[src/sv/page_run_free_list_allocator_defines.svh]
// Assertion macros shared by the page run allocator RTL.
`ifndef PAGE_RUN_FREE_LIST_ALLOCATOR_DEFINES_SVH
`define PAGE_RUN_FREE_LIST_ALLOCATOR_DEFINES_SVH

// Consequent must hold in the same cycle as the antecedent.
`define PRFL_ASSERT_NOW(label, clk, rst_n, ante, cons, msg) \
    label: assert property (@(posedge clk) disable iff (!rst_n) (ante) |-> (cons)) \
        else $error(msg);

// Consequent must hold in the cycle after the antecedent.
`define PRFL_ASSERT_NEXT(label, clk, rst_n, ante, cons, msg) \
    label: assert property (@(posedge clk) disable iff (!rst_n) (ante) |=> (cons)) \
        else $error(msg);

`endif

[src/sv/prfl_pkg.sv]
// Shared types, codes and defaults of the page run allocator.
`default_nettype none

package prfl_pkg;

    // Default geometry
    localparam int PAGE_ENTRIES_DEF = 1024;
    localparam int PAGE_SHIFT_DEF   = 12;

    // Fixed field widths
    localparam int KIND_W      = 1;
    localparam int COUNT_W     = 11;
    localparam int ADDR_W      = 32;
    localparam int STATUS_W    = 2;
    localparam int RUN_INDEX_W = 10;
    localparam int FREE_RUNS_W = 11;

    // Request kinds
    localparam logic [KIND_W-1:0] KIND_ALLOC = 1'b0;
    localparam logic [KIND_W-1:0] KIND_FREE  = 1'b1;

    // Result status codes
    localparam logic [STATUS_W-1:0] ST_OK        = 2'd0;
    localparam logic [STATUS_W-1:0] ST_IGNORED   = 2'd1;
    localparam logic [STATUS_W-1:0] ST_EXHAUSTED = 2'd2;
    localparam logic [STATUS_W-1:0] ST_RANGE     = 2'd3;

    typedef struct packed {
        logic [KIND_W-1:0]  kind;
        logic [COUNT_W-1:0] page_count;
        logic [ADDR_W-1:0]  address;
    } req_t;

    typedef struct packed {
        logic [STATUS_W-1:0]    status;
        logic [ADDR_W-1:0]      run_address;
        logic [RUN_INDEX_W-1:0] run_index;
        logic                   reused;
        logic [FREE_RUNS_W-1:0] free_runs;
    } rsp_t;

    // Table port controls from the sequencer
    typedef struct packed {
        logic rd_en;
        logic link_we;
        logic len_we;
    } mem_ctl_t;

endpackage

`default_nettype wire

[src/sv/prfl_ctrl.sv]
// Sequencer: list walk, unlink, bump allocation, free append and result register.
`default_nettype none

module prfl_ctrl #(
    parameter int PAGE_ENTRIES = prfl_pkg::PAGE_ENTRIES_DEF,
    parameter int PAGE_SHIFT   = prfl_pkg::PAGE_SHIFT_DEF,
    localparam int AW = $clog2(PAGE_ENTRIES),
    localparam int LW = AW + 1
) (
    input  wire logic                         clk,
    input  wire logic                         rst_n,
    input  wire logic                         start,
    output logic                              busy,
    input  wire prfl_pkg::req_t               req,
    input  wire logic [prfl_pkg::ADDR_W-1:0]  heap_base,
    output logic                              done,
    output prfl_pkg::rsp_t                    rsp,
    output prfl_pkg::mem_ctl_t                mem_ctl,
    output logic [AW-1:0]                     rd_addr,
    output logic [AW-1:0]                     wr_addr,
    output logic [LW-1:0]                     link_wdata,
    output logic [prfl_pkg::COUNT_W-1:0]      len_wdata,
    input  wire logic [LW-1:0]                rd_link,
    input  wire logic [prfl_pkg::COUNT_W-1:0] rd_len
);
    import prfl_pkg::*;

    localparam int PW = ADDR_W - PAGE_SHIFT;
    localparam int SW = ((LW > COUNT_W) ? LW : COUNT_W) + 1;
    localparam int RW = ((PW > LW) ? PW : LW) + 1;
    localparam logic [LW-1:0] NIL      = LW'(PAGE_ENTRIES);
    localparam logic [LW-1:0] STEP_MAX = LW'(PAGE_ENTRIES - 1);

    localparam logic [2:0] S_IDLE       = 3'd0;
    localparam logic [2:0] S_DISPATCH   = 3'd1;
    localparam logic [2:0] S_WALK       = 3'd2;
    localparam logic [2:0] S_BUMP       = 3'd3;
    localparam logic [2:0] S_FREE_RANGE = 3'd4;
    localparam logic [2:0] S_FREE_PAGE  = 3'd5;

    logic [2:0]         state_reg, state_next;
    logic [KIND_W-1:0]  kind_reg;
    logic [COUNT_W-1:0] count_reg;
    logic [ADDR_W-1:0]  addr_reg;
    logic [LW-1:0]      head_reg, head_next;
    logic [LW-1:0]      tail_reg, tail_next;
    logic [LW-1:0]      free_cnt_reg, free_cnt_next;
    logic [LW-1:0]      bump_reg, bump_next;
    logic [LW-1:0]      prev_reg, prev_next;
    logic [LW-1:0]      cur_reg, cur_next;
    logic [LW-1:0]      steps_reg, steps_next;
    logic [PW-1:0]      page_reg, page_next;
    logic               done_reg, done_next;
    rsp_t               rsp_reg, rsp_next;

    // Finish bus for the result register
    logic                fin;
    logic [STATUS_W-1:0] fin_status;
    logic [AW-1:0]       fin_idx;
    logic                fin_ok;
    logic                fin_reused;

    // Helpers
    logic [SW-1:0] bump_sum;
    logic [RW-1:0] page_ext;
    logic [RW-1:0] page_end;
    logic [LW-1:0] unlink_head;
    logic          list_empty;

    assign busy       = (state_reg != S_IDLE);
    assign bump_sum   = SW'(bump_reg) + SW'(count_reg);
    assign page_ext   = RW'(page_reg);
    assign page_end   = page_ext + RW'(count_reg);
    assign unlink_head = (prev_reg == NIL) ? rd_link : head_reg;
    assign list_empty = (head_reg >= NIL) || (tail_reg >= NIL);

    // Sequencer
    always_comb
    begin
        state_next    = state_reg;
        head_next     = head_reg;
        tail_next     = tail_reg;
        free_cnt_next = free_cnt_reg;
        bump_next     = bump_reg;
        prev_next     = prev_reg;
        cur_next      = cur_reg;
        steps_next    = steps_reg;
        page_next     = page_reg;
        mem_ctl       = '0;
        rd_addr       = '0;
        wr_addr       = '0;
        link_wdata    = '0;
        len_wdata     = '0;
        fin           = 1'b0;
        fin_status    = ST_OK;
        fin_idx       = '0;
        fin_ok        = 1'b0;
        fin_reused    = 1'b0;

        unique case (state_reg)
            S_IDLE:
            begin
                if (start)
                begin
                    state_next = S_DISPATCH;
                end
            end

            S_DISPATCH:
            begin
                if (kind_reg == KIND_ALLOC)
                begin
                    if (count_reg == '0)
                    begin
                        fin        = 1'b1;
                        fin_status = ST_IGNORED;
                        state_next = S_IDLE;
                    end
                    else if (head_reg < NIL)
                    begin
                        // first link read at the head
                        mem_ctl.rd_en = 1'b1;
                        rd_addr       = AW'(head_reg);
                        prev_next     = NIL;
                        cur_next      = head_reg;
                        steps_next    = '0;
                        state_next    = S_WALK;
                    end
                    else
                    begin
                        state_next = S_BUMP;
                    end
                end
                else
                begin
                    if (count_reg == '0 || addr_reg == '0)
                    begin
                        fin        = 1'b1;
                        fin_status = ST_IGNORED;
                        state_next = S_IDLE;
                    end
                    else if (addr_reg < heap_base)
                    begin
                        fin        = 1'b1;
                        fin_status = ST_RANGE;
                        state_next = S_IDLE;
                    end
                    else
                    begin
                        page_next  = PW'((addr_reg - heap_base) >> PAGE_SHIFT);
                        state_next = S_FREE_RANGE;
                    end
                end
            end

            S_WALK:
            begin
                if (rd_len == count_reg)
                begin
                    // exact fit: unlink cur
                    if (prev_reg == NIL)
                    begin
                        head_next = rd_link;
                    end
                    else
                    begin
                        mem_ctl.link_we = 1'b1;
                        wr_addr         = AW'(prev_reg);
                        link_wdata      = rd_link;
                    end
                    if (unlink_head >= NIL)
                    begin
                        tail_next = NIL;
                    end
                    else if (tail_reg == cur_reg)
                    begin
                        tail_next = prev_reg;
                    end
                    if (free_cnt_reg != '0)
                    begin
                        free_cnt_next = free_cnt_reg - 1'b1;
                    end
                    fin        = 1'b1;
                    fin_status = ST_OK;
                    fin_idx    = AW'(cur_reg);
                    fin_ok     = 1'b1;
                    fin_reused = 1'b1;
                    state_next = S_IDLE;
                end
                else
                begin
                    prev_next  = cur_reg;
                    cur_next   = rd_link;
                    steps_next = steps_reg + 1'b1;
                    if (rd_link < NIL && steps_reg < STEP_MAX)
                    begin
                        mem_ctl.rd_en = 1'b1;
                        rd_addr       = AW'(rd_link);
                    end
                    else
                    begin
                        state_next = S_BUMP;
                    end
                end
            end

            S_BUMP:
            begin
                fin        = 1'b1;
                state_next = S_IDLE;
                if (bump_sum > SW'(PAGE_ENTRIES))
                begin
                    fin_status = ST_EXHAUSTED;
                end
                else
                begin
                    bump_next  = LW'(bump_sum);
                    fin_status = ST_OK;
                    fin_idx    = AW'(bump_reg);
                    fin_ok     = 1'b1;
                end
            end

            S_FREE_RANGE:
            begin
                if (page_ext >= RW'(PAGE_ENTRIES) || page_end > RW'(PAGE_ENTRIES))
                begin
                    fin        = 1'b1;
                    fin_status = ST_RANGE;
                    state_next = S_IDLE;
                end
                else
                begin
                    // append: hook old tail to the new run
                    if (list_empty)
                    begin
                        head_next = LW'(page_reg);
                    end
                    else
                    begin
                        mem_ctl.link_we = 1'b1;
                        wr_addr         = AW'(tail_reg);
                        link_wdata      = LW'(page_reg);
                    end
                    state_next = S_FREE_PAGE;
                end
            end

            S_FREE_PAGE:
            begin
                // after the tail hook so a repeated free ends the list here
                mem_ctl.link_we = 1'b1;
                mem_ctl.len_we  = 1'b1;
                wr_addr         = AW'(page_reg);
                link_wdata      = NIL;
                len_wdata       = count_reg;
                tail_next       = LW'(page_reg);
                if (free_cnt_reg < NIL)
                begin
                    free_cnt_next = free_cnt_reg + 1'b1;
                end
                fin        = 1'b1;
                fin_status = ST_OK;
                state_next = S_IDLE;
            end

            default:
            begin
                state_next = S_IDLE;
            end
        endcase
    end

    // Result beat
    always_comb
    begin
        done_next            = fin;
        rsp_next.status      = fin_status;
        rsp_next.run_address = fin_ok ? (heap_base + (ADDR_W'(fin_idx) << PAGE_SHIFT)) : '0;
        rsp_next.run_index   = fin_ok ? RUN_INDEX_W'(fin_idx) : '0;
        rsp_next.reused      = fin_reused;
        rsp_next.free_runs   = FREE_RUNS_W'(free_cnt_next);
    end

    // Control state
    always_ff @(posedge clk or negedge rst_n)
    begin
        if (!rst_n)
        begin
            state_reg    <= S_IDLE;
            head_reg     <= NIL;
            tail_reg     <= NIL;
            free_cnt_reg <= '0;
            bump_reg     <= '0;
            done_reg     <= 1'b0;
        end
        else
        begin
            state_reg    <= state_next;
            head_reg     <= head_next;
            tail_reg     <= tail_next;
            free_cnt_reg <= free_cnt_next;
            bump_reg     <= bump_next;
            done_reg     <= done_next;
        end
    end

    // Payload registers
    always_ff @(posedge clk)
    begin
        if (start && !busy)
        begin
            kind_reg  <= req.kind;
            count_reg <= req.page_count;
            addr_reg  <= req.address;
        end
        prev_reg  <= prev_next;
        cur_reg   <= cur_next;
        steps_reg <= steps_next;
        page_reg  <= page_next;
        rsp_reg   <= rsp_next;
    end

    assign done = done_reg;
    assign rsp  = rsp_reg;

endmodule

`default_nettype wire

[config.mk]
export PLATFORM = sky130hd
export DESIGN_NAME = prfl_ctrl
export DESIGN_NICKNAME = d
export VERILOG_FILES = /design/src/sv/page_run_free_list_allocator_defines.svh /design/src/sv/prfl_pkg.sv /design/src/sv/prfl_ctrl.sv
export SDC_FILE = /design/constraint.sdc
export NUM_CORES = 1
export LEC_CHECK = 0
export ABC_AREA = 1
export BUFFER_PORTS_ARGS = -buffer_cell sky130_fd_sc_hd__clkbuf_2
export CAP_MARGIN = 0
export CORE_ASPECT_RATIO = 0.8
export CORE_UTILIZATION = 28
export DETAILED_ROUTE_END_ITERATION = 6
export PLACE_DENSITY = 0.44
export SYNTH_ARGS = -nofsm -noshare
export SYNTH_HDL_FRONTEND = slang
export SYNTH_SLANG_ARGS = --single-unit
[constraint.sdc]
create_clock -name clk -period 5.2 [get_ports clk]
set_input_delay 0.52 -clock clk [delete_from_list [all_inputs] [get_ports clk]]
set_output_delay 0.52 -clock clk [all_outputs]
set_load 0.02 [all_outputs]
---- Word-level counts from Yosys, hierarchy flattened ----
Cells that the tools add are included.
operators by class
  eq/ne operators ......................... 18
  multiplexer cells ....................... 86
  bitwise operators ....................... 3
  order comparisons ....................... 11
  reductions and logical operators ........ 21
  $add $sub $neg .......................... 7
operators by type and width
  operator                                                                 count
  11-bit 2-to-1 mux                                                        27
  11-bit case mux with 2 select lines                                      6
  10-bit 2-to-1 mux                                                        11
  10-bit case mux with 2 select lines                                      2
  11-bit >= comparator, second input constant                              3
  11-bit less-than comparator, second input constant                       3
  11-bit case mux with 3 select lines                                      1
  32-bit by 22-bit adder with 32-bit output                                1
  32-bit zero test                                                         1
  32-bit less-than comparator                                              1
  32-bit subtractor                                                        1
  10-bit case mux with 3 select lines                                      1
  11-bit by 1-bit adder with 11-bit output, second input constant          2
  11-bit == test                                                           2
  20-bit by 11-bit adder with 21-bit output                                1
  21-bit by 11-bit > comparator with 1-bit output, second input constant   1
  3-bit 2-to-1 mux                                                         7
  20-bit by 11-bit >= comparator with 1-bit output, second input constant  1
  1-bit 2-to-1 mux                                                         19
  2-bit inequality test, second input constant                             8
  11-bit by 11-bit adder with 12-bit output                                1
  12-bit by 11-bit > comparator with 1-bit output, second input constant   1
  2-bit 2-to-1 mux                                                         6
  3-bit case mux with 4 select lines                                       1
  25 further kinds                                                         38
storage, ports and cells
  register bits after elaboration ......... 201
  word-level logic and storage cells ...... 164
  output and inout bits ................... 103
  bits of input ports ..................... 101

---- Longest topological paths before layout ----
  depth in word-level cells ............... 6
  mapped depth ............................ 31
  gate-level depth less buffers ........... 30

---- Least setup slack after synthesis ----
No wires, ideal clock.
  path kind ............................... reg-to-reg
  start point ............................. register count_reg[0]
  end point ............................... register rsp_reg, in the netlist rsp[50]
  data required time ...................... 5.130 ns
  clock period less this slack ............ 4.023 ns
  cell stages (with the launch flop) ...... 27
  path slack .............................. 1.177 ns
  buffers on the path ..................... 1
  data arrival time ....................... 3.953 ns
  cells stage by stage .................... edfxtp_1 -> ha_1 -> inv_1 -> fa_1 -> o21ai_2 -> nand2_1 -> nand3_1 -> nand2_1 -> nand3_1 -> nand3_1 -> nor2_1 -> nand2_1 -> nand2_2 -> buf_2 -> nand3_1 -> nand2_1 -> ha_1 -> inv_1 -> fa_1 -> o21ai_2 -> a21oi_1 -> o21ai_1 -> nand3_1 -> nor3_1 -> nand2_1 -> xor2_1 -> a21oi_1
on the way
  word-level cells in the longest chain between the ends .. 5
  elaborated cells between the ends (all ways) .. 10
  those cells by class .................... add/sub: 2; order compare: 1; eq/ne: 1; mux: 6
RTL lines
  element                                          RTL line          RTL
  from (decl)                                      prfl_ctrl.sv:43   logic [COUNT_W-1:0] count_reg;
  from (signal assigned)                           prfl_ctrl.sv:314  count_reg <= req.page_count;
  11-bit by 11-bit adder with 12-bit output        prfl_ctrl.sv:71   assign bump_sum = SW'(bump_reg) + SW'(count_reg);
  12-bit by 11-bit > comparator with 1-bit output  prfl_ctrl.sv:211  if (bump_sum > SW'(PAGE_ENTRIES))
  10-bit 2-to-1 mux                                prfl_ctrl.sv:211
  10-bit case mux with 2 select lines (*)          prfl_ctrl.sv:100  unique case (state_reg)
  via fin_idx[0]                                   prfl_ctrl.sv:59   logic [AW-1:0] fin_idx;
  32-bit by 22-bit adder with 32-bit output (*)    prfl_ctrl.sv:279  rsp_next.run_address = fin_ok ? (heap_base + (ADDR_W'(fin_idx) << PAGE_SHIFT)) : '0;
  to (signal assigned)                             prfl_ctrl.sv:321  rsp_reg <= rsp_next;
  to (decl)                                        prfl_ctrl.sv:54   rsp_t rsp_reg, rsp_next;
The timed path passes the listed nets; every way through them passes the cells marked *.
A chain may end at the register's enable or synchronous reset.

---- Worst setup path in the final report ----
Same ends and word-level chain as after synthesis.

==> qor.yml <==
post_cts_buffers: 0
final_common_cell: "sky130_fd_sc_hd__nand2_1"
gp_congestion: 0.863
finalHoldViolations: 0
cts_tree: "yes"
cp.arrival_ns: 5.03
via_count_of_the_first_global_routing_pass: 10800
initial_core_util_pct: 28.8
synth_flop_cell: "sky130_fd_sc_hd__edfxtp_1"
worst_hold_path_type: "primary input to asynchronous set/reset pin"
critPathLaunchType: "register"
cellPowerDensity_nw_per_um2: 459
die_width_um: 235
dpl_cells: 2260
yosysSeqAreaShare_pct: 42.9
grt_pass1_wl_um: 63600
final_core_util_pct: 34.7
ys.warnings.count: 0
syn_nets: 1693
drt_initial_violations: 801
clock_skew_ns: 0.0181
ir_worst_vdd_v: 0.000230
synthCells: 1523
core_region_area_um2: 42400
cts_root_buf: "sky130_fd_sc_hd__clkbuf_16"
wl_um: 41700
maxCapViolations: 0
grt_start_max_net_pins: 54
die-area_um2: 44400
maxSlewViolCount: 0
final.period_utilization_pct: 89.6
setup_total_negative_slack_ns: 0
max-clock-path-buffers: 3
mostFrequentLayoutCells: "sky130_fd_sc_hd__nand2_1, sky130_fd_sc_hd__inv_1, sky130_fd_sc_hd__clkbuf_2"
static_leak_nw: 6.97
routedWlPerCell_um: 18.1
timing.fmax_mhz: 215
syn2layout_area_growth_pct: 20.6
drcViolationCount: 0
global_route.overflow_total: 0
met3RoutedLength_um: 2690
worstMarginPinSlew_ns: 1.25
worst_skew_pair.late_latency_ns: 0.54
metal2_wl_um: 17100
instances_no_fill: 2307
syn_area_um2: 12200
rows: 67
design.final.nets: 1905
routed-via-count: 11100
fp.dieH_um: 189
via_density: 4.82
postSynth.asyncResetShare_pct: 23.9
fin_crit_ns: 4.66
m1WireLength_um: 20500
synth-edff-count: 97
drive_above_1_share_pct: 17.3
critical_path_required_time_ns: 5.58
dpl.hpwl_um: 32700
io_buffers: 203
largest_register_ff_count: 56
worst-setup-path-type: "register to register"
run_status: "finished clean"
final.fill_count: 4501
first_drt_pass_iteration_count: 5
cp_endpoint_kind: "register"
post_cts_resized: 0
unrepaired_setup_endpoints_after_global_routing: "false"
clkSlewWorstSetupHoldPaths_ns: 0.06
cts_max_level: 1
relSlewSlack_pct: 14.6
dr.max_layer_used: "met4"
grt_util_all_layers_pct: 18.6
critical_path.max_fanout: 12
floorplan.io_pins: 204
grt_antenna_before_repair: 3
antenna_violating_nets_post_route: 0
cts_sinks: 201
cts-buffers-inserted: 25
synth.ff_latch_count: 201
report.final.setup_viol: 0
cts_hold_buffers: 0
synth.avg_cell_area_um2: 8.01
synth_cell_types: 56
[critical path: stages, from the launching register on]
cell                       delay, ns
sky130_fd_sc_hd__edfxtp_1       0.44
sky130_fd_sc_hd__ha_1           0.19
sky130_fd_sc_hd__inv_1          0.05
sky130_fd_sc_hd__fa_1           0.43
sky130_fd_sc_hd__o21ai_2        0.20
sky130_fd_sc_hd__nand2_1        0.08
sky130_fd_sc_hd__nand3_1        0.13
sky130_fd_sc_hd__nand2_1        0.09
sky130_fd_sc_hd__nand3_1        0.09
sky130_fd_sc_hd__nand3_1        0.08
sky130_fd_sc_hd__nor2_1         0.11
sky130_fd_sc_hd__nand2_1        0.08
sky130_fd_sc_hd__nand2_2        0.20
sky130_fd_sc_hd__nand3_1        0.13
sky130_fd_sc_hd__nand2_1        0.14
sky130_fd_sc_hd__ha_1           0.19
sky130_fd_sc_hd__inv_1          0.06
sky130_fd_sc_hd__fa_1           0.41
sky130_fd_sc_hd__o21ai_2        0.24
sky130_fd_sc_hd__a21oi_1        0.14
sky130_fd_sc_hd__o21ai_1        0.23
sky130_fd_sc_hd__nand3_1        0.14
sky130_fd_sc_hd__nor3_1         0.31
sky130_fd_sc_hd__nand2_1        0.12
sky130_fd_sc_hd__xor2_1         0.15
sky130_fd_sc_hd__a21oi_1        0.06
[report_power, final]
part           internal (W)  switching [W]
clock               0.00110       0.000695
combinational      0.000793        0.00169
sequential          0.00216       0.000314
[per-layer routing]
metal | track usage [%] | up-vias
met2 | 27.6 | 386
met3 | 3.66 | 62
met4 | 6.26 | 0
met1 | 26.9 | 5122
li1 | - | 5543
met5 | 0 | -
[cell usage after synthesis, drive strengths merged (18+ instances only)]
cell type	instances	area, µm²
a21oi	104	532
nand4	36	240
xnor2	18	158
nand2	341	1320
xor2	44	393
dfxtp	56	1120
edfxtp	97	2910
dfrtp	46	1150
nor2	137	547
o21ai	105	552
nor3	35	180
inv	220	826
ha	66	826
nand3	73	405
[final timing paths]
| kind | slack, ns | cells after the start | startpoint | endpoint |
|---|---|---|---|---|
| min in group clk | 0.15 | 1 | req[30] | addr_reg[30] |
| worst min register to register | 0.47 | 2 | register | register |
| worst max-delay path | 0.54 | 25 | count_reg[0] | rsp[50] |
| max in group asynchronous | 4.57 | 2 | rst_n | asynchronous set/reset pin |
| worst max register to register | 0.54 | 25 | count_reg[0] | rsp[50] |
| worst min-delay path | 0.12 | 2 | rst_n | free_cnt_reg[0] |
[logic make-up (layout without fill, tap and decap cells)]
| kind of cell | after synthesis | count (layout) | synth area share (%) |
|---|---|---|---|
| other | 0 | 2 | 0 |
| xor gates and xnor gates | 62 | 62 | 4.51 |
| buffers and inverters | 251 | 481 | 7.94 |
| adders and majority gates | 69 | 69 | 7.26 |
| DFF | 201 | 201 | 42.9 |
| muxes | 1 | 1 | 0.0821 |
| and+or+nand+nor | 650 | 650 | 23.6 |
| AOI/OAI and AO/OA | 289 | 289 | 13.7 |
[area by class of cell]
cell class                      instances  area [µm²]  share of cell area (%)
Timing Repair Buffer                  216        1110                    7.57
Tap cell                              552         691                    4.70
Antenna cell                            2        5.00                  0.0340
Sequential cell                       201        5240                    35.6
Multi-Input combinational cell       1071        6000                    40.8
Inverter                              220         826                    5.61
Clock inverter                          9         120                   0.817
Clock buffer                           36         717                    4.87
[stage by stage]
| step | instance area [µm²] | hold slack [ns] | total power, W | worst slack (ns) |
|---|---|---|---|---|
| 5_1_grt | 14700 | 0.132 | 0.00721 | 0.0736 |
| 2_1_floorplan | 12200 | 0.224 | 0.00412 | 1.18 |
| 3_3_place_gp | 13900 | 0.457 | 0.00498 | 0.569 |
| 6_report | 14700 | 0.125 | 0.00676 | 0.542 |
| 4_1_cts | 14700 | 0.124 | 0.00681 | 0.524 |
| 3_5_place_dp | 13900 | 0.463 | 0.00498 | 0.537 |
Power figures use the tool's default switching activity.
